File: src/rtl/blr_pkg.sv
// ----------------------------------------------------------------------------
// blr_pkg: shared types and constants of the line rasterizer
// Payload structures of the input and output channels and the action codes.
// ----------------------------------------------------------------------------
package blr_pkg;

    localparam int COORD_W = 16;
    localparam int COLOR_W = 32;
    localparam int PIX_W   = 10;

    localparam logic ACT_LOAD = 1'b0;
    localparam logic ACT_STEP = 1'b1;

    typedef struct packed {
        logic                      action;
        logic signed [COORD_W-1:0] start_x;
        logic signed [COORD_W-1:0] start_y;
        logic signed [COORD_W-1:0] end_x;
        logic signed [COORD_W-1:0] end_y;
        logic        [COLOR_W-1:0] start_color;
        logic        [COLOR_W-1:0] end_color;
    } t_in_item;

    typedef struct packed {
        logic [PIX_W-1:0]   pixel_x;
        logic [PIX_W-1:0]   pixel_y;
        logic [COLOR_W-1:0] pixel_color;
        logic               last_pixel;
    } t_out_item;

endpackage

File: src/rtl/blr_in_if.sv
// ----------------------------------------------------------------------------
// blr_in_if: input channel of the line rasterizer
// Valid/ready channel carrying load and step transactions.
// ----------------------------------------------------------------------------
interface blr_in_if;
    import blr_pkg::*;

    logic     valid;
    logic     ready;
    t_in_item data;

    modport source (output valid, output data, input ready);
    modport sink   (input valid, input data, output ready);
endinterface

File: src/rtl/blr_out_if.sv
// ----------------------------------------------------------------------------
// blr_out_if: output channel of the line rasterizer
// Valid/ready channel carrying one pixel per transaction.
// ----------------------------------------------------------------------------
interface blr_out_if;
    import blr_pkg::*;

    logic      valid;
    logic      ready;
    t_out_item data;

    modport source (output valid, output data, input ready);
    modport sink   (input valid, input data, output ready);
endinterface

File: src/rtl/bresenham_line_rasterizer.sv
// ----------------------------------------------------------------------------
// bresenham_line_rasterizer: Bresenham line walker, one pixel per step
// A load transaction on i_in sets up a line between two signed endpoints.
// Each step transaction on i_in then yields one pixel transaction on o_out,
// walking the major axis by one pixel under a Bresenham error term. The far
// endpoint is not drawn, and last_pixel marks the final pixel of a line.
// The color switches from the lower-major endpoint's color to the other's past the middle
// of the major axis. Coordinates are clamped to the screen on output only.
// A pixel is registered and appears on o_out in the cycle after its step. One
// transaction is taken per cycle, set by the single output register: input
// is ready whenever that register is empty or is being read in the same
// cycle. When the receiver stalls, the pixel holds and input stops.
// Load transactions and steps while no line is active produce no pixel.
// A load replaces any line in progress. After reset the block is idle.
// ----------------------------------------------------------------------------
module bresenham_line_rasterizer #(
    parameter int SCREEN_WIDTH  = 1024,
    parameter int SCREEN_HEIGHT = 1024
) (
    input logic       i_clk,
    input logic       i_rst_n,
    blr_in_if.sink    i_in,
    blr_out_if.source o_out
);
    import blr_pkg::*;

    localparam logic signed [17:0] WIDTH_S  = 18'(SCREEN_WIDTH);
    localparam logic signed [17:0] HEIGHT_S = 18'(SCREEN_HEIGHT);

    function automatic logic [PIX_W-1:0] clamp_axis(
        input logic signed [16:0] v,
        input logic signed [17:0] size
    );
        logic signed [17:0] w;
        logic signed [17:0] c;
        w = 18'(v);
        if (w < 0) begin
            c = '0;
        end else if (w >= size) begin
            c = size - 18'sd1;
        end else begin
            c = w;
        end
        return c[PIX_W-1:0];
    endfunction

    logic                      r_busy;
    logic                      r_steep;
    logic signed [COORD_W-1:0] r_major_pos;
    logic signed [16:0]        r_minor_pos;
    logic signed [COORD_W-1:0] r_major_end;
    logic signed [16:0]        r_major_mid;
    logic                      r_minor_neg;
    logic signed [16:0]        r_delta_major;
    logic signed [16:0]        r_delta_minor;
    logic signed [19:0]        r_error;
    logic        [COLOR_W-1:0] r_cur_color;
    logic        [COLOR_W-1:0] r_fin_color;
    logic                      r_out_valid;
    t_out_item                 r_out;

    logic                      n_busy;
    logic                      n_steep;
    logic signed [COORD_W-1:0] n_major_pos;
    logic signed [16:0]        n_minor_pos;
    logic signed [COORD_W-1:0] n_major_end;
    logic signed [16:0]        n_major_mid;
    logic                      n_minor_neg;
    logic signed [16:0]        n_delta_major;
    logic signed [16:0]        n_delta_minor;
    logic signed [19:0]        n_error;
    logic        [COLOR_W-1:0] n_cur_color;
    logic        [COLOR_W-1:0] n_fin_color;
    logic                      n_out_valid;
    t_out_item                 n_out;

    logic                      w_ready;
    logic                      w_accept;
    logic                      w_emit;

    logic signed [16:0]        w_dx;
    logic signed [16:0]        w_dy;
    logic signed [16:0]        w_adx;
    logic signed [16:0]        w_ady;
    logic                      w_steep;
    logic signed [COORD_W-1:0] w_amaj;
    logic signed [COORD_W-1:0] w_amin;
    logic signed [COORD_W-1:0] w_bmaj;
    logic signed [COORD_W-1:0] w_bmin;
    logic        [COLOR_W-1:0] w_acol;
    logic        [COLOR_W-1:0] w_bcol;
    logic                      w_swap;
    logic signed [16:0]        w_dmin;
    logic signed [16:0]        w_dmaj;

    logic signed [16:0]        w_major_ext;
    logic signed [16:0]        w_major_inc;
    logic signed [16:0]        w_px;
    logic signed [16:0]        w_py;

    assign w_ready  = !r_out_valid || o_out.ready;
    assign w_accept = i_in.valid && w_ready;
    assign w_emit   = w_accept && (i_in.data.action == ACT_STEP) && r_busy;

    assign i_in.ready  = w_ready;
    assign o_out.valid = r_out_valid;
    assign o_out.data  = r_out;

    always_comb begin
        w_dx    = 17'(i_in.data.end_x) - 17'(i_in.data.start_x);
        w_dy    = 17'(i_in.data.end_y) - 17'(i_in.data.start_y);
        w_adx   = (w_dx < 0) ? -w_dx : w_dx;
        w_ady   = (w_dy < 0) ? -w_dy : w_dy;
        w_steep = !(w_ady < w_adx);
        w_swap  = w_steep ? (i_in.data.start_y > i_in.data.end_y)
                          : (i_in.data.start_x > i_in.data.end_x);
        if (w_steep) begin
            w_amaj = w_swap ? i_in.data.end_y : i_in.data.start_y;
            w_bmaj = w_swap ? i_in.data.start_y : i_in.data.end_y;
            w_amin = w_swap ? i_in.data.end_x : i_in.data.start_x;
            w_bmin = w_swap ? i_in.data.start_x : i_in.data.end_x;
        end else begin
            w_amaj = w_swap ? i_in.data.end_x : i_in.data.start_x;
            w_bmaj = w_swap ? i_in.data.start_x : i_in.data.end_x;
            w_amin = w_swap ? i_in.data.end_y : i_in.data.start_y;
            w_bmin = w_swap ? i_in.data.start_y : i_in.data.end_y;
        end
        w_acol = w_swap ? i_in.data.end_color : i_in.data.start_color;
        w_bcol = w_swap ? i_in.data.start_color : i_in.data.end_color;
        w_dmin = 17'(w_bmin) - 17'(w_amin);
        w_dmaj = 17'(w_bmaj) - 17'(w_amaj);

        w_major_ext = 17'(r_major_pos);
        w_major_inc = w_major_ext + 17'sd1;
        w_px = r_steep ? r_minor_pos : w_major_ext;
        w_py = r_steep ? w_major_ext : r_minor_pos;
    end

    always_comb begin
        n_busy        = r_busy;
        n_steep       = r_steep;
        n_major_pos   = r_major_pos;
        n_minor_pos   = r_minor_pos;
        n_major_end   = r_major_end;
        n_major_mid   = r_major_mid;
        n_minor_neg   = r_minor_neg;
        n_delta_major = r_delta_major;
        n_delta_minor = r_delta_minor;
        n_error       = r_error;
        n_cur_color   = r_cur_color;
        n_fin_color   = r_fin_color;
        n_out_valid   = r_out_valid && !o_out.ready;
        n_out         = r_out;

        if (w_accept && (i_in.data.action == ACT_LOAD)) begin
            n_steep       = w_steep;
            n_minor_neg   = (w_dmin < 0);
            n_delta_minor = (w_dmin < 0) ? -w_dmin : w_dmin;
            n_delta_major = w_dmaj;
            n_major_pos   = w_amaj;
            n_minor_pos   = 17'(w_amin);
            n_major_end   = w_bmaj;
            n_major_mid   = 17'(w_amaj) + (w_dmaj >>> 1);
            n_error       = (20'(n_delta_minor) <<< 1) - 20'(w_dmaj);
            n_cur_color   = w_acol;
            n_fin_color   = w_bcol;
            n_busy        = (w_dmaj > 0);
        end else if (w_emit) begin
            n_out_valid       = 1'b1;
            n_out.pixel_x     = clamp_axis(w_px, WIDTH_S);
            n_out.pixel_y     = clamp_axis(w_py, HEIGHT_S);
            n_out.pixel_color = r_cur_color;
            n_out.last_pixel  = (w_major_inc >= 17'(r_major_end));
            if (r_error > 0) begin
                n_minor_pos = r_minor_pos + (r_minor_neg ? -17'sd1 : 17'sd1);
                n_error     = r_error + ((20'(r_delta_minor) - 20'(r_delta_major)) <<< 1);
            end else begin
                n_error     = r_error + (20'(r_delta_minor) <<< 1);
            end
            n_major_pos = w_major_inc[COORD_W-1:0];
            if (w_major_inc > r_major_mid) begin
                n_cur_color = r_fin_color;
            end
            if (w_major_inc >= 17'(r_major_end)) begin
                n_busy = 1'b0;
            end
        end
    end

    always_ff @(posedge i_clk) begin
        if (!i_rst_n) begin
            r_busy      <= 1'b0;
            r_out_valid <= 1'b0;
        end else begin
            r_busy      <= n_busy;
            r_out_valid <= n_out_valid;
        end
        r_steep       <= n_steep;
        r_major_pos   <= n_major_pos;
        r_minor_pos   <= n_minor_pos;
        r_major_end   <= n_major_end;
        r_major_mid   <= n_major_mid;
        r_minor_neg   <= n_minor_neg;
        r_delta_major <= n_delta_major;
        r_delta_minor <= n_delta_minor;
        r_error       <= n_error;
        r_cur_color   <= n_cur_color;
        r_fin_color   <= n_fin_color;
        r_out         <= n_out;
    end

    a_busy_before_end : assert property (@(posedge i_clk) disable iff (!i_rst_n)
        r_busy |-> (r_major_pos < r_major_end))
        else $error("Active line has reached its far endpoint.");

    a_minor_not_major : assert property (@(posedge i_clk) disable iff (!i_rst_n)
        r_busy |-> (r_delta_minor <= r_delta_major))
        else $error("Minor delta exceeds major delta.");

    a_last_ends_line : assert property (@(posedge i_clk) disable iff (!i_rst_n)
        (w_emit && (w_major_inc >= 17'(r_major_end))) |=> !r_busy)
        else $error("Line still active after its last pixel.");

    a_load_no_pixel : assert property (@(posedge i_clk) disable iff (!i_rst_n)
        (w_accept && (i_in.data.action == ACT_LOAD)) |=> !$rose(r_out_valid))
        else $error("Load transaction produced a pixel.");

    a_idle_step_no_pixel : assert property (@(posedge i_clk) disable iff (!i_rst_n)
        (w_accept && !r_busy && !r_out_valid) |=> !r_out_valid)
        else $error("Step while idle produced a pixel.");

endmodule
File: src/flat_wrapper.sv
// flat-port wrapper written by rule: the top's interface ports become plain ports
module bresenham_line_rasterizer_flat import blr_pkg::*;
#(
    parameter int SCREEN_WIDTH  = 1024,
    parameter int SCREEN_HEIGHT = 1024
)
  (i_clk, i_rst_n, i_in_valid, i_in_data, i_in_ready, o_out_valid, o_out_data, o_out_ready);
  blr_in_if i_in_i ();
  blr_out_if o_out_i ();
  input logic i_clk;
  input logic i_rst_n;
  input wire logic [$bits(i_in_i.valid)-1:0] i_in_valid;
  input wire logic [$bits(i_in_i.data)-1:0] i_in_data;
  output wire logic [$bits(i_in_i.ready)-1:0] i_in_ready;
  output wire logic [$bits(o_out_i.valid)-1:0] o_out_valid;
  output wire logic [$bits(o_out_i.data)-1:0] o_out_data;
  input wire logic [$bits(o_out_i.ready)-1:0] o_out_ready;
  assign i_in_i.valid = i_in_valid;
  assign i_in_i.data = i_in_data;
  assign i_in_ready = i_in_i.ready;
  assign o_out_valid = o_out_i.valid;
  assign o_out_data = o_out_i.data;
  assign o_out_i.ready = o_out_ready;
  bresenham_line_rasterizer #(.SCREEN_WIDTH(SCREEN_WIDTH), .SCREEN_HEIGHT(SCREEN_HEIGHT)) u_core (.i_clk(i_clk), .i_rst_n(i_rst_n), .i_in(i_in_i), .o_out(o_out_i));
endmodule
File: config.mk
export PLATFORM = sky130hd
export DESIGN_NAME = bresenham_line_rasterizer_flat
export DESIGN_NICKNAME = d
export VERILOG_FILES = /design/src/rtl/blr_pkg.sv /design/src/rtl/blr_in_if.sv /design/src/rtl/blr_out_if.sv /design/src/rtl/bresenham_line_rasterizer.sv /design/src/flat_wrapper.sv
export SDC_FILE = /design/constraint.sdc
export NUM_CORES = 1
export LEC_CHECK = 0
export ABC_AREA = 1
export ABC_CLOCK_PERIOD_IN_PS = 11400
export BUFFER_PORTS_ARGS = -buffer_cell sky130_fd_sc_hd__clkbuf_2
export CORE_ASPECT_RATIO = 0.75
export CORE_MARGIN = 2
export CORE_UTILIZATION = 40
export CTS_CLUSTER_DIAMETER = 30
export DETAILED_ROUTE_END_ITERATION = 10
export MAX_ROUTING_LAYER = met4
export PLACE_DENSITY = 0.66
export SYNTH_ARGS = -nofsm -noshare
export SYNTH_HDL_FRONTEND = slang
export SYNTH_SLANG_ARGS = --single-unit
export TNS_END_PERCENT = 5
File: constraint.sdc
create_clock -name i_clk -period 11.4 [get_ports i_clk]
set_clock_uncertainty 0.05 [all_clocks]
set_input_delay 2.28 -clock i_clk [delete_from_list [all_inputs] [get_ports i_clk]]
set_output_delay 2.28 -clock i_clk [all_outputs]
set_load 0.05 [all_outputs]
==> impl_results.html, run 1 <==
<table>
<tr><th>Metric</th><th>Value</th></tr>
<tr><th colspan="2">Run status</th></tr>
<tr><td>Run status</td><td>finished clean</td></tr>
<tr><th colspan="2">CTS</th></tr>
<tr><td>Clock tree from TritonCTS</td><td>done</td></tr>
<tr><td># hold bufs at CTS</td><td>0</td></tr>
<tr><td>CTS Root Buffer Type</td><td>sky130_fd_sc_hd__clkbuf_16</td></tr>
<tr><td>Clock transition time at the flip-flop clock pins of the worst setup and hold paths</td><td>50 ps</td></tr>
<tr><td>Clock Latency Late Sink</td><td>620 ps</td></tr>
<tr><td>Clock buffer depth</td><td>3</td></tr>
<tr><td>H-Tree Level Count</td><td>2</td></tr>
<tr><td>Clock tree sinks</td><td>241</td></tr>
<tr><td>CTS Buf Count</td><td>59</td></tr>
<tr><th colspan="2">Logic synthesis</th></tr>
<tr><td>Post-synthesis instance total</td><td>2745</td></tr>
<tr><td>Ys async rst share</td><td>0%</td></tr>
<tr><td>Cell area after technology mapping</td><td>20880 um^2</td></tr>
<tr><td>Count of flip-flops with a built-in enable after synthesis</td><td>239</td></tr>
<tr><td>Area share of the largest cell type after synthesis</td><td>34.37%</td></tr>
<tr><td>Number of flip-flops and latches in the synthesized netlist</td><td>241</td></tr>
<tr><td>Number of warnings reported in the yosys synthesis log</td><td>0</td></tr>
<tr><td>Leading area contributor after synthesis</td><td>sky130_fd_sc_hd__edfxtp_1</td></tr>
<tr><td>Dominant register cell in the synthesized netlist</td><td>sky130_fd_sc_hd__edfxtp_1</td></tr>
<tr><td>Net count after synthesis</td><td>3090</td></tr>
<tr><td>Post-Synthesis Mean Instance Area</td><td>7.608 um^2</td></tr>
<tr><td>Sequential fraction of the synthesis area</td><td>34.56%</td></tr>
<tr><td>Area contributors post-synth</td><td>sky130_fd_sc_hd__edfxtp_1 34%, sky130_fd_sc_hd__ha_1 12%, sky130_fd_sc_hd__nand2_1 12%</td></tr>
<tr><td>Yosys cell types</td><td>55</td></tr>
<tr><th colspan="2">Worst setup path</th></tr>
<tr><td>CP dominant cell by count</td><td>sky130_fd_sc_hd__nand2_1</td></tr>
<tr><td>Slowest cell delay on critical path</td><td>440 ps</td></tr>
<tr><td>Number of cells traversed by the worst register-to-register path</td><td>25</td></tr>
<tr><td>Crit path required time</td><td>11710 ps</td></tr>
<tr><td>Worst r2r dst</td><td>u_core.r_error[19]$_DFFE_PP_</td></tr>
<tr><td>Critical path peak fanout</td><td>14</td></tr>
<tr><td>Startpoint types</td><td>input port</td></tr>
<tr><td>Number of gates on the worst path with buffers counted</td><td>62</td></tr>
<tr><td>Critical Path Slowest Stage Cell</td><td>sky130_fd_sc_hd__fa_1</td></tr>
<tr><td>Register-to-register path setup slack</td><td>6410 ps</td></tr>
<tr><td>Crit path max-delay family</td><td>simple AND/OR/NAND/NOR gates</td></tr>
<tr><td>Type of destination of the critical path</td><td>flip-flop</td></tr>
<tr><td>Buffers &amp; Inverters on Critical Path</td><td>10</td></tr>
<tr><td>Worst setup path startpoint</td><td>i_in_data[64]</td></tr>
<tr><td>Critical path start-end classification</td><td>input port to flip-flop</td></tr>
<tr><td>Start of the worst register-to-register path</td><td>u_core.r_delta_minor[0]$_DFFE_PP_</td></tr>
<tr><td>Worst Setup EP</td><td>u_core.r_error[17]$_DFFE_PP_</td></tr>
<tr><td>Worst endpoint data arrival time</td><td>10870 ps</td></tr>
<tr><th colspan="2">Detailed routing</th></tr>
<tr><td>Vias after detailed routing</td><td>19080</td></tr>
<tr><td>Detailed Route Iter0 Violations</td><td>1995</td></tr>
<tr><td>First-pass iteration count of the detailed router</td><td>7</td></tr>
<tr><td># DRC</td><td>0</td></tr>
<tr><td>Post-DR vias/cell</td><td>5.143</td></tr>
<tr><td>Wire length per cell after detailed routing</td><td>16.43 um</td></tr>
<tr><td>Sum of routed wire length over all layers</td><td>60.94 mm</td></tr>
<tr><td>ANT nets after route</td><td>0</td></tr>
<tr><th colspan="2">Global route</th></tr>
<tr><td>Tot GR Track Use</td><td>23.10%</td></tr>
<tr><td>Antenna violations before repair</td><td>1</td></tr>
<tr><td>Wire length of the first global-routing pass</td><td>95.14 mm</td></tr>
<tr><td>Global-route congestion overflow total</td><td>0</td></tr>
<tr><td>Largest net degree at the start of global routing</td><td>159</td></tr>
<tr><td>Via count of the first global-routing pass</td><td>17590</td></tr>
<tr><th colspan="2">Hold path</th></tr>
<tr><td>Worst hold path cell count</td><td>0</td></tr>
<tr><td>Worst hold-check path type</td><td>flip-flop to flip-flop</td></tr>
<tr><th colspan="2">Timing</th></tr>
<tr><td>Portion of the clock cycle consumed by the worst path in the final layout</td><td>92.62%</td></tr>
<tr><td>Min cycle time layout</td><td>10560 ps</td></tr>
<tr><td>Number of hold-slack violations in the final timing report</td><td>0</td></tr>
<tr><td>RSZ-0062 raised after global routing</td><td>false</td></tr>
<tr><td>Worst-case headroom to the max-slew limit</td><td>25.08%</td></tr>
<tr><td>Max-slew violations</td><td>0</td></tr>
<tr><td>Slew at the pin closest to its max-slew limit</td><td>1120 ps</td></tr>
<tr><td>Final total negative setup slack</td><td>0 ps</td></tr>
<tr><td>Number of setup violations in the final report</td><td>0</td></tr>
<tr><td>Maximum frequency from static timing analysis</td><td>94.71 MHz</td></tr>
<tr><th colspan="2">Cells and area</th></tr>
<tr><td>Final layout net count</td><td>3302</td></tr>
<tr><td>Growth of design area from synthesis to finish</td><td>18.62%</td></tr>
<tr><td>Fill count</td><td>5130</td></tr>
<tr><td>Proportion of layout cells with a drive suffix above 1</td><td>11.95%</td></tr>
<tr><th colspan="2">Flow run</th></tr>
<tr><td>Number of violations of the max-capacitance limit</td><td>0</td></tr>
<tr><th colspan="2">Floorplan</th></tr>
<tr><td>Io pins</td><td>188</td></tr>
<tr><td>Starting utilization of the core area</td><td>40.53%</td></tr>
<tr><td>Die span in x</td><td>267.8 um</td></tr>
<tr><td>Die outline area</td><td>54070 um^2</td></tr>
<tr><td>Core Footprint</td><td>51530 um^2</td></tr>
<tr><td>Chip Height</td><td>201.9 um</td></tr>
<tr><td>Row count</td><td>72</td></tr>
<tr><th colspan="2">Placement</th></tr>
<tr><td>Routability congestion estimate</td><td>0.9960</td></tr>
<tr><td>Port bufs</td><td>187</td></tr>
<tr><td>Final HPWL from detailed placement</td><td>47.35 mm</td></tr>
</table>
[flip-flops by register name, summed over array words and instances, names as in the netlist, 17 cells and up]
signal,cells
u_core.r_cur_color,32
u_core.r_delta_major,17
u_core.r_minor_pos,17
u_core.o_out.data,53
u_core.r_major_mid,17
u_core.r_error,20
u_core.r_fin_color,32
u_core.r_delta_minor,17
[per-stage QoR]
step	utilization, %	area (um^2)	worst slack [ps]	cells	hold slack [ps]
2_1_floorplan	-	20880	1182	2745	350.3
3_3_place_gp	44.04	22690	181.0	3596	350.3
3_5_place_dp	44.04	22690	51.67	3596	354.5
4_1_cts	47.91	24690	649.1	3705	363.4
5_1_grt	48.07	24770	20.55	3709	373.4
6_report	48.07	24770	841.4	3709	362.8
[layer usage]
metal	global-route usage, %	vias to the layer above	routed length [um]
met2	32.43	655	24850
met1	33.37	8613	29710
met3	5.556	74	5304
met4	5.208	0	1078
li1	-	9735	-
met5	-	-	0
[worst min-delay path by stage]
stage	start	endpoint	slack (ps)
floorplan	u_core.r_cur_color[9]$_DFFE_PP_	u_core.o_out.data[10]$_DFFE_PP_	350
global placement	u_core.r_cur_color[24]$_DFFE_PP_	u_core.o_out.data[25]$_DFFE_PP_	350
detailed placement	u_core.r_cur_color[11]$_DFFE_PP_	u_core.o_out.data[12]$_DFFE_PP_	350
CTS	u_core.r_cur_color[12]$_DFFE_PP_	u_core.o_out.data[13]$_DFFE_PP_	360
global route	u_core.r_cur_color[1]$_DFFE_PP_	u_core.o_out.data[2]$_DFFE_PP_	370
finish	u_core.r_cur_color[5]$_DFFE_PP_	u_core.o_out.data[6]$_DFFE_PP_	360
[cells in the final DEF (no fill, tap or decap), drive strengths merged, types with 8 or more instances in the layout]
cell and count:
edfxtp 239, a21o 12, nand4 25, xor2 95, nor2 128, mux2i 31, nor3 32, o21a 8
o31ai 11, nand2 660, nand3b 10, or2 11, a31oi 10, ha 203, nor4 10, fa 9
clkbuf 251, inv 416, o21bai 8, a21oi 205, xnor2 39, buf 31, o21ai 235, clkinv 27
nand3 234, a21boi 8
[worst register-to-register path, cell delays in order, from the launching register on]
cell	delay (ps)
sky130_fd_sc_hd__edfxtp_1	370
sky130_fd_sc_hd__inv_1	70
sky130_fd_sc_hd__ha_1	160
sky130_fd_sc_hd__inv_1	70
sky130_fd_sc_hd__fa_1	410
sky130_fd_sc_hd__nand3_1	90
sky130_fd_sc_hd__nand2_1	100
sky130_fd_sc_hd__nand2_1	110
sky130_fd_sc_hd__o211ai_1	180
sky130_fd_sc_hd__a21boi_0	370
sky130_fd_sc_hd__o21a_1	200
sky130_fd_sc_hd__o21ai_0	120
sky130_fd_sc_hd__nand2_1	100
sky130_fd_sc_hd__nand2_1	50
sky130_fd_sc_hd__a21oi_1	180
sky130_fd_sc_hd__nor2_1	60
sky130_fd_sc_hd__o21ai_0	180
sky130_fd_sc_hd__inv_1	80
sky130_fd_sc_hd__ha_1	310
sky130_fd_sc_hd__inv_1	100
sky130_fd_sc_hd__nor4_1	600
sky130_fd_sc_hd__nand4_1	150
sky130_fd_sc_hd__o211ai_1	430
sky130_fd_sc_hd__nand2_1	100
sky130_fd_sc_hd__nand3_1	80
sky130_fd_sc_hd__nand2_1	70
[kinds of logic (layout without fill, tap and decap cells)]
kind of cell	Yosys count	count (layout)	share of synthesized area, %
simple gates	1120	1122	22.63
compound gates	524	524	13.68
buf+inv	481	739	8.801
mux	33	33	1.594
fa+ha+maj	212	212	13.02
flops	241	241	34.56
other cells	0	1	0
xor+xnor	134	134	5.710
[cell usage after synthesis, drive strengths merged (9+ instances only)]
library cell and number:
nand3 234, nand4 25, a31oi 10, clkbuf 41, nand3b 10, inv 411, xor2 95, a21oi 205
o31ai 11, buf 28, mux2i 31, fa 9, or2 11, nor2 128, edfxtp 239, o21ai 235
nor4 10, nor3 32, ha 203, nand2 658, xnor2 39, a21o 12
[timing repair]
item,4_1_cts,5_1_grt
resized for setup,0,11
setup endpoints to repair,0,10
endpoints found under the hold margin,0,0
setup buffers,0,1
[layout make-up]
class,count,area [um^2],share of cell area (%)
multi-input cells,2025,11930,48.15
flip-flops and latches,241,7217,29.13
inverters,412,1548,6.248
clock buffers,64,1495,6.036
repair buffers,218,1201,4.849
well taps,703,879.6,3.551
clock inverters,45,501.7,2.025
diodes,1,2.502,0.01010
Power of run 1 is not shown: default switching activity piles up to over one toggle a cycle in this logic, so the estimate is an artifact.
==> inputs of run 2 (changes only) <==
--- a/config.mk
+++ b/config.mk
@@ -12,3 +12,3 @@
 export CORE_MARGIN = 2
-export CORE_UTILIZATION = 40
+export CORE_UTILIZATION = 50
 export CTS_CLUSTER_DIAMETER = 30
@@ -16,3 +16,3 @@
 export MAX_ROUTING_LAYER = met4
-export PLACE_DENSITY = 0.66
+export PLACE_DENSITY = 0.78
 export SYNTH_ARGS = -nofsm -noshare
==> constraint.sdc (replaced) <==
create_clock -name i_clk -period 11.4 [get_ports i_clk]
set_clock_uncertainty 0.05 [all_clocks]
set_input_delay 1.71 -clock i_clk [delete_from_list [all_inputs] [get_ports i_clk]]
set_output_delay 1.71 -clock i_clk [all_outputs]
set_load 0.05 [all_outputs]
==> run 2 against run 1 <==
Net effect: cell count is 4.4% lower; sequential cell count stayed put; register-to-register slack worse by 100 ps; non-clock buffer count shrank 9; sequential share of layout area rose by 0.77 points; design area is 2.6% lower; global-route usage up 7.9 points.
==> impl_results.html, run 2 (synthesis gave the netlist of run 1 again) <==
<table>
<tr><th>Metric</th><th>Value</th></tr>
<tr><th colspan="2">Run status</th></tr>
<tr><td>Run status</td><td>finished clean</td></tr>
<tr><th colspan="2">Timing</th></tr>
<tr><td>Min cycle time layout</td><td>10470 ps (-91.78 ps)</td></tr>
<tr><td>Number of setup violations in the final report</td><td>0 (unchanged)</td></tr>
<tr><td>Number of hold-slack violations in the final timing report</td><td>0 (unchanged)</td></tr>
<tr><td>Portion of the clock cycle consumed by the worst path in the final layout</td><td>91.81% (-0.81 points)</td></tr>
<tr><td>RSZ-0062 raised after global routing</td><td>false</td></tr>
<tr><td>Worst-case headroom to the max-slew limit</td><td>26.25% (+1.2 points)</td></tr>
<tr><td>Slew at the pin closest to its max-slew limit</td><td>1102 ps (-17.48 ps)</td></tr>
<tr><td>Max-slew violations</td><td>0 (unchanged)</td></tr>
<tr><td>Maximum frequency from static timing analysis</td><td>95.54 MHz (+0.88%)</td></tr>
<tr><td>Final total negative setup slack</td><td>0 ps (unchanged)</td></tr>
<tr><th colspan="2">Placement</th></tr>
<tr><td>Routability congestion estimate</td><td>1.050 (+5.5%)</td></tr>
<tr><td>Final HPWL from detailed placement</td><td>52.37 mm (+11%)</td></tr>
<tr><td>Port bufs</td><td>187 (unchanged)</td></tr>
<tr><td>Placed Instance Area</td><td>22430 um^2 (-1.2%)</td></tr>
<tr><th colspan="2">Global route</th></tr>
<tr><td>Tot GR Track Use</td><td>31.05% (+7.9 points)</td></tr>
<tr><td>Wire length of the first global-routing pass</td><td>102.5 mm (+7.7%)</td></tr>
<tr><td>Largest net degree at the start of global routing</td><td>111 (-30%)</td></tr>
<tr><td>Via count of the first global-routing pass</td><td>18630 (+5.9%)</td></tr>
<tr><td>Global-route congestion overflow total</td><td>0 (unchanged)</td></tr>
<tr><td>Antenna violations before repair</td><td>7 (+6)</td></tr>
<tr><th colspan="2">Floorplan</th></tr>
<tr><td>Chip Height</td><td>181.0 um (-10%)</td></tr>
<tr><td>Io pins</td><td>188 (unchanged)</td></tr>
<tr><td>Core Footprint</td><td>41000 um^2 (-20%)</td></tr>
<tr><td>Die span in x</td><td>240.0 um (-10%)</td></tr>
<tr><td>Row count</td><td>64 (-11%)</td></tr>
<tr><td>Starting utilization of the core area</td><td>50.94% (+10 points)</td></tr>
<tr><td>Die outline area</td><td>43430 um^2 (-20%)</td></tr>
<tr><th colspan="2">CTS</th></tr>
<tr><td>CTS Root Buffer Type</td><td>sky130_fd_sc_hd__clkbuf_16</td></tr>
<tr><td>Post CTS Setup Buffer Count</td><td>0 (unchanged)</td></tr>
<tr><td>Clock Latency Late Sink</td><td>580 ps (-40 ps)</td></tr>
<tr><td>H-Tree Level Count</td><td>2 (unchanged)</td></tr>
<tr><td># hold bufs at CTS</td><td>0 (unchanged)</td></tr>
<tr><td>Clock transition time at the flip-flop clock pins of the worst setup and hold paths</td><td>50 ps (about the same)</td></tr>
<tr><td>Clock tree sinks</td><td>241 (unchanged)</td></tr>
<tr><td>CTS Buf Count</td><td>50 (-15%)</td></tr>
<tr><td>Clock tree from TritonCTS</td><td>done</td></tr>
<tr><td>Clock buffer depth</td><td>3 (unchanged)</td></tr>
<tr><th colspan="2">Cells and area</th></tr>
<tr><td>Proportion of layout cells with a drive suffix above 1</td><td>10.99% (-0.96 points)</td></tr>
<tr><td>Fin area</td><td>24130 um^2 (-2.6%)</td></tr>
<tr><td>Fill count</td><td>3646 (-29%)</td></tr>
<tr><td>Storage cell area</td><td>7217 um^2 (unchanged)</td></tr>
<tr><td>Final layout net count</td><td>3282 (-0.61%)</td></tr>
<tr><td>Max reg flops</td><td>53 (unchanged)</td></tr>
<tr><td>Growth of design area from synthesis to finish</td><td>15.55%</td></tr>
<tr><td>Area of combinational cells with multiple inputs</td><td>11870 um^2 (-0.48%)</td></tr>
<tr><td>Leading cell type in the layout, fill and taps excluded</td><td>sky130_fd_sc_hd__nand2_1</td></tr>
<tr><td>Top library cells by usage in the layout, fill and taps aside</td><td>657 x sky130_fd_sc_hd__nand2_1, 400 x sky130_fd_sc_hd__inv_1, 239 x sky130_fd_sc_hd__edfxtp_1, 234 x sky130_fd_sc_hd__nand3_1</td></tr>
<tr><th colspan="2">Worst setup path</th></tr>
<tr><td>Type of destination of the critical path</td><td>flip-flop</td></tr>
<tr><td>Register-to-register path setup slack</td><td>6310 ps (-100 ps)</td></tr>
<tr><td>Number of cells traversed by the worst register-to-register path</td><td>20 (-20%)</td></tr>
<tr><td>Crit path required time</td><td>11660 ps (-50 ps)</td></tr>
<tr><td>Worst r2r dst</td><td>u_core.r_error[17]$_DFFE_PP_</td></tr>
<tr><td>Critical Path Slowest Stage Cell</td><td>sky130_fd_sc_hd__o21ai_0</td></tr>
<tr><td>Worst endpoint data arrival time</td><td>10720 ps (-150 ps)</td></tr>
<tr><td>Critical path peak fanout</td><td>48 (+34)</td></tr>
<tr><td>Slowest cell delay on critical path</td><td>630 ps (+190 ps)</td></tr>
<tr><td>Critical path start-end classification</td><td>input port to flip-flop</td></tr>
<tr><td>Start of the worst register-to-register path</td><td>u_core.r_error[2]$_DFFE_PP_</td></tr>
<tr><td>Startpoint types</td><td>input port</td></tr>
<tr><td>CP dominant cell by count</td><td>sky130_fd_sc_hd__nand2_1</td></tr>
<tr><th colspan="2">Hold path</th></tr>
<tr><td>Hold-critical path endpoint</td><td>u_core.o_out.data[5]$_DFFE_PP_</td></tr>
<tr><td>Worst hold-check path type</td><td>flip-flop to flip-flop</td></tr>
<tr><td>Worst hold path cell count</td><td>0 (unchanged)</td></tr>
<tr><td>Startpoint of the tightest hold check path</td><td>u_core.r_cur_color[4]$_DFFE_PP_</td></tr>
<tr><th colspan="2">Detailed routing</th></tr>
<tr><td>Wire length per cell after detailed routing</td><td>18.73 um (+14%)</td></tr>
<tr><td>First-pass iteration count of the detailed router</td><td>6 (-1)</td></tr>
<tr><td>Detailed Route Iter0 Violations</td><td>2182 (+9.4%)</td></tr>
<tr><td># DRC</td><td>0 (unchanged)</td></tr>
<tr><td>Vias after detailed routing</td><td>19910 (+4.4%)</td></tr>
<tr><td>ANT nets after route</td><td>0 (unchanged)</td></tr>
<tr><td>Post-DR vias/cell</td><td>5.619 (+9.2%)</td></tr>
<tr><td>Sum of routed wire length over all layers</td><td>66.40 mm (+9.0%)</td></tr>
<tr><th colspan="2">Flow run</th></tr>
<tr><td>Number of violations of the max-capacitance limit</td><td>0 (unchanged)</td></tr>
</table>
run 2: cell count changes in the layout (fill, tap and decap cells not counted), moves of 3 or more:
cell	previous run	this run
sky130_fd_sc_hd__bufinv_16	7	3
sky130_fd_sc_hd__inv_6	5	8
sky130_fd_sc_hd__clkbuf_16	59	51
sky130_fd_sc_hd__clkinv_1	5	8
sky130_fd_sc_hd__clkinv_2	13	2
sky130_fd_sc_hd__diode_2	1	7
sky130_fd_sc_hd__clkbuf_1	5	2
sky130_fd_sc_hd__buf_4	27	20
run 2: worst max path at each step:
| stage | slack (ps) | cells past startpoint | start | to |
|---|---|---|---|---|
| CTS | 910 | 51 | i_in_data[64] | u_core.r_major_mid[15]$_DFFE_PP_ |
| detailed placement | 380 | 51 | i_in_data[64] | u_core.r_major_mid[15]$_DFFE_PP_ |
| global placement | 460 | 51 | i_in_data[64] | u_core.r_major_mid[15]$_DFFE_PP_ |
| floorplan | 1750 | 61 | i_in_data[80] | u_core.r_error[17]$_DFFE_PP_ |
| finish | 930 | 52 | i_in_data[64] | u_core.r_major_mid[15]$_DFFE_PP_ |
| global route | 0.2 | 63 | i_in_data[64] | u_core.r_error[17]$_DFFE_PP_ |
run 2: layout make-up:
type                            count  area share (%)
Antenna cell                        7         0.07259
Inverter                          412           6.414
Multi-Input combinational cell   2023           49.19
Tap cell                          561           2.909
Clock inverter                     38           1.597
Sequential cell                   241           29.91
Timing Repair Buffer              209           4.594
Clock buffer                       53           5.320
run 2: layer usage:
layer / up-vias / GRT usage [%] / wire length, um
met5: - / - / 0
met4: 0 / 8.596 / 1536
met3: 100 / 4.461 / 5698
met2: 859 / 45.69 / 28730
met1: 9260 / 44.49 / 30430
li1: 9695 / - / -
run 2: critical path, delay by kind of cell:
family | cells | cell delay (ps)
compound gates | 18 | 4040
simple gates | 16 | 1720
fa+ha+maj | 5 | 1520
xor+xnor | 4 | 860
buf+inv | 9 | 830
run 2: per-stage QoR:
step	instances	setup slack [ps]	util, %	hold WS (ps)
after floorplan	2745	1752	-	350.3
after global placement	3446	463.3	54.71	350.7
after detailed placement	3446	375.1	54.71	354.5
after CTS	3537	914.9	58.78	353.9
after global routing	3544	0.2167	58.86	369.1
final	3544	933.1	58.86	353.9
run 2: repair_timing:
action | 4_1_cts | 5_1_grt
resized for setup | 0 | 5
setup endpoints to repair | 0 | 2
hold endpoints to repair | 0 | 0
Power of run 2 is left out for the same reason.
==> inputs of run 3 (changes only) <==
--- a/config.mk
+++ b/config.mk
@@ -8,3 +8,3 @@
 export ABC_AREA = 1
-export ABC_CLOCK_PERIOD_IN_PS = 11400
+export ABC_CLOCK_PERIOD_IN_PS = 8800
 export BUFFER_PORTS_ARGS = -buffer_cell sky130_fd_sc_hd__clkbuf_2
@@ -16,3 +16,3 @@
 export MAX_ROUTING_LAYER = met4
-export PLACE_DENSITY = 0.78
+export PLACE_DENSITY = 0.81
 export SYNTH_ARGS = -nofsm -noshare
==> constraint.sdc (replaced) <==
create_clock -name i_clk -period 8.8 [get_ports i_clk]
set_clock_uncertainty 0.05 [all_clocks]
set_input_delay 1.32 -clock i_clk [delete_from_list [all_inputs] [get_ports i_clk]]
set_output_delay 1.32 -clock i_clk [all_outputs]
set_load 0.005 [all_outputs]
==> run 3 against run 2 <==
Net effect: the run now ends with negative setup slack left; cell count rose by 17%; hold slack improved by 10 ps; critical path depth fell by 1; setup slack got worse by 1200 ps; highest routed layer unchanged; critical path type unchanged; global-route usage rose by 4.4 points.
==> impl_results.html, run 3 (synthesis gave the netlist of run 1 again) <==
<table>
<tr><th>Metric</th><th>Value</th></tr>
<tr><th colspan="2">Global route</th></tr>
<tr><td>Antenna violations before repair</td><td>1 (-6)</td></tr>
<tr><td>Via count of the first global-routing pass</td><td>21570 (+16%)</td></tr>
<tr><td>Tot GR Track Use</td><td>35.46% (+4.4 points)</td></tr>
<tr><td>Global-route congestion overflow total</td><td>0 (unchanged)</td></tr>
<tr><td>Wire length of the first global-routing pass</td><td>117.3 mm (+15%)</td></tr>
<tr><td>Largest net degree at the start of global routing</td><td>129 (+16%)</td></tr>
<tr><th colspan="2">Detailed routing</th></tr>
<tr><td>Met3 wirelength from detailed routing</td><td>7.444 mm (+31%)</td></tr>
<tr><td>Met2 WL post-DR</td><td>34.93 mm (+22%)</td></tr>
<tr><td>Vias after detailed routing</td><td>23000 (+15%)</td></tr>
<tr><td>First-pass iteration count of the detailed router</td><td>7 (+1)</td></tr>
<tr><td># DRC</td><td>0 (unchanged)</td></tr>
<tr><td>ANT nets after route</td><td>0 (unchanged)</td></tr>
<tr><td>M1 WL</td><td>34.08 mm (+12%)</td></tr>
<tr><td>Sum of routed wire length over all layers</td><td>78.70 mm (+19%)</td></tr>
<tr><td>Wire length per cell after detailed routing</td><td>18.96 um (+1.2%)</td></tr>
<tr><td>Post-DR vias/cell</td><td>5.541 (-1.4%)</td></tr>
<tr><td>Detailed Route Iter0 Violations</td><td>2641 (+21%)</td></tr>
<tr><td>Top sig layer</td><td>met4</td></tr>
<tr><th colspan="2">Placement</th></tr>
<tr><td>Number of placed cells counting well taps</td><td>4004 (+16%)</td></tr>
<tr><td>Port bufs</td><td>187 (unchanged)</td></tr>
<tr><td>Final HPWL from detailed placement</td><td>58.27 mm (+11%)</td></tr>
<tr><td>Routability congestion estimate</td><td>1.030 (-1.9%)</td></tr>
<tr><th colspan="2">Worst setup path</th></tr>
<tr><td>Critical path peak fanout</td><td>8 (-83%)</td></tr>
<tr><td>Crit path max-delay family</td><td>simple AND/OR/NAND/NOR gates</td></tr>
<tr><td>Crit path required time</td><td>9040 ps (-2620 ps)</td></tr>
<tr><td>Buffers &amp; Inverters on Critical Path</td><td>11 (+2)</td></tr>
<tr><td>Slowest cell delay on critical path</td><td>580 ps (-50 ps)</td></tr>
<tr><td>Critical path start-end classification</td><td>input port to flip-flop</td></tr>
<tr><td>Critical Path Slowest Stage Cell</td><td>sky130_fd_sc_hd__fa_2</td></tr>
<tr><td>Startpoint types</td><td>input port</td></tr>
<tr><td>CP dominant cell by count</td><td>sky130_fd_sc_hd__nand2_2</td></tr>
<tr><td>Type of destination of the critical path</td><td>flip-flop</td></tr>
<tr><td>Worst endpoint data arrival time</td><td>9290 ps (-1430 ps)</td></tr>
<tr><th colspan="2">Timing</th></tr>
<tr><td>Portion of the clock cycle consumed by the worst path in the final layout</td><td>102.8%</td></tr>
<tr><td>Worst-case headroom to the max-slew limit</td><td>21.59% (-4.7 points)</td></tr>
<tr><td>Max-slew violations</td><td>0 (unchanged)</td></tr>
<tr><td>Number of setup violations in the final report</td><td>12 (+12)</td></tr>
<tr><td>Maximum frequency from static timing analysis</td><td>110.6 MHz</td></tr>
<tr><td>RSZ-0062 raised after global routing</td><td>true</td></tr>
<tr><td>Smallest hold slack</td><td>364.3 ps (+10.42 ps)</td></tr>
<tr><td>Final total negative setup slack</td><td>-1249 ps (-1249 ps)</td></tr>
<tr><td>Min cycle time layout</td><td>9042 ps</td></tr>
<tr><td>Number of hold-slack violations in the final timing report</td><td>0 (unchanged)</td></tr>
<tr><td>Slew at the pin closest to its max-slew limit</td><td>1176 ps (+74.01 ps)</td></tr>
<tr><td>Post-route setup slack</td><td>-242.5 ps (-1176 ps)</td></tr>
<tr><th colspan="2">Cells and area</th></tr>
<tr><td>Fill count</td><td>2859 (-22%)</td></tr>
<tr><td>Max reg flops</td><td>53 (unchanged)</td></tr>
<tr><td>Proportion of layout cells with a drive suffix above 1</td><td>35.93% (+25 points)</td></tr>
<tr><td>Final layout net count</td><td>3896 (+19%)</td></tr>
<tr><td>Top library cells by usage in the layout, fill and taps aside</td><td>611 x sky130_fd_sc_hd__buf_4, 576 x sky130_fd_sc_hd__nand2_1, 384 x sky130_fd_sc_hd__inv_1, 239 x sky130_fd_sc_hd__edfxtp_1, 185 x sky130_fd_sc_hd__clkbuf_2</td></tr>
<tr><td>Leading cell type in the layout, fill and taps excluded</td><td>sky130_fd_sc_hd__buf_4</td></tr>
<tr><td>Final non-filler cell total</td><td>4150 (+17%)</td></tr>
<tr><td>Growth of design area from synthesis to finish</td><td>47.90%</td></tr>
<tr><th colspan="2">CTS</th></tr>
<tr><td>Clock Latency Late Sink</td><td>560 ps (-20 ps)</td></tr>
<tr><td>Clock transition time at the flip-flop clock pins of the worst setup and hold paths</td><td>50 ps (about the same)</td></tr>
<tr><td>Clock buffer depth</td><td>3 (unchanged)</td></tr>
<tr><td>H-Tree Level Count</td><td>2 (unchanged)</td></tr>
<tr><td>Clock tree sinks</td><td>241 (unchanged)</td></tr>
<tr><td>Clock tree from TritonCTS</td><td>done</td></tr>
<tr><td>CTS Buf Count</td><td>46 (-8.0%)</td></tr>
<tr><td>CTS Root Buffer Type</td><td>sky130_fd_sc_hd__clkbuf_16</td></tr>
<tr><th colspan="2">Floorplan</th></tr>
<tr><td>Die outline area</td><td>43430 um^2 (unchanged)</td></tr>
<tr><td>Io pins</td><td>188 (unchanged)</td></tr>
<tr><td>Die span in x</td><td>240.0 um (unchanged)</td></tr>
<tr><td>Chip Height</td><td>181.0 um (unchanged)</td></tr>
<tr><td>Starting utilization of the core area</td><td>50.94% (unchanged)</td></tr>
<tr><td>Row count</td><td>64 (unchanged)</td></tr>
<tr><td>Core Footprint</td><td>41000 um^2 (unchanged)</td></tr>
<tr><th colspan="2">Run status</th></tr>
<tr><td>Violated checks</td><td>negative setup slack</td></tr>
<tr><td>Run status</td><td>finished, violations left</td></tr>
<tr><th colspan="2">Flow run</th></tr>
<tr><td>Number of violations of the max-capacitance limit</td><td>0 (unchanged)</td></tr>
<tr><th colspan="2">Hold path</th></tr>
<tr><td>Worst hold-check path type</td><td>flip-flop to flip-flop</td></tr>
</table>
-- run 3: final cells by class --
type,instances,area [um^2],area share [%]
inverters,412,1553,5.027
well taps,561,701.9,2.273
repair buffers,824,5883,19.05
clock inverters,35,489.2,1.584
diodes,1,2.502,0.008102
clock buffers,50,1176,3.808
multi-input cells,2026,13860,44.89
flip-flops and latches,241,7217,23.37
-- run 3: metrics by stage --
stage | util [%] | cell area (um^2) | worst slack [ps]
2_1_floorplan | - | 20930 | -54.33
3_3_place_gp | 65.08 | 26680 | -782.6
3_5_place_dp | 65.08 | 26680 | -1070
4_1_cts | 70.38 | 28860 | -6.856
5_1_grt | 75.34 | 30890 | -619.5
6_report | 75.34 | 30890 | -242.5
-- run 3: final timing paths --
path	start	to	slack, ps	depth (start not counted)
setup / recovery	i_in_data[64]	u_core.r_error[17]$_DFFE_PP_	-240	51
hold / removal	u_core.r_cur_color[12]$_DFFE_PP_	u_core.o_out.data[13]$_DFFE_PP_	360	0
setup reg to reg	u_core.r_delta_minor[0]$_DFFE_PP_	u_core.r_error[19]$_DFFE_PP_	3510	25
hold reg to reg	u_core.r_cur_color[12]$_DFFE_PP_	u_core.o_out.data[13]$_DFFE_PP_	360	0
-- run 3: timing repair --
item                                    CTS  global route
cloned                                    3             0
pin swaps                                26           166
setup buffers                            18            41
gates resized for setup                  86           379
endpoints found under the setup margin   19            29
hold buffers                              0             0
-- run 3: layer usage --
| layer | up-vias | GRT usage (%) |
|---|---|---|
| met3 | 197 | 6.646 |
| met1 | 10710 | 49.29 |
| met4 | 0 | 7.826 |
| met2 | 1179 | 53.72 |
| met5 | - | - |
| li1 | 10910 | - |
-- run 3: worst reg2reg max path, cell delays in order (launching register included) --
cell                       delay, ps
sky130_fd_sc_hd__edfxtp_1        390
sky130_fd_sc_hd__inv_1            70
sky130_fd_sc_hd__ha_1            170
sky130_fd_sc_hd__inv_1            80
sky130_fd_sc_hd__fa_1            430
sky130_fd_sc_hd__nand3_1         100
sky130_fd_sc_hd__nand2_1         110
sky130_fd_sc_hd__nand2_1         100
sky130_fd_sc_hd__o211ai_1        140
sky130_fd_sc_hd__a21boi_0        380
sky130_fd_sc_hd__o21a_1          200
sky130_fd_sc_hd__o21ai_0         110
sky130_fd_sc_hd__nand2_1         100
sky130_fd_sc_hd__nand2_1          60
sky130_fd_sc_hd__a21oi_1         200
sky130_fd_sc_hd__nor2_1           60
sky130_fd_sc_hd__o21ai_0         230
sky130_fd_sc_hd__inv_1            80
sky130_fd_sc_hd__ha_1            310
sky130_fd_sc_hd__inv_1            90
sky130_fd_sc_hd__nor4_1          710
sky130_fd_sc_hd__nand4_1         180
sky130_fd_sc_hd__o211ai_1        420
sky130_fd_sc_hd__nand2_1         110
sky130_fd_sc_hd__nand3_1          80
sky130_fd_sc_hd__nand2_1          70
Power of run 3 is left out for the same reason.
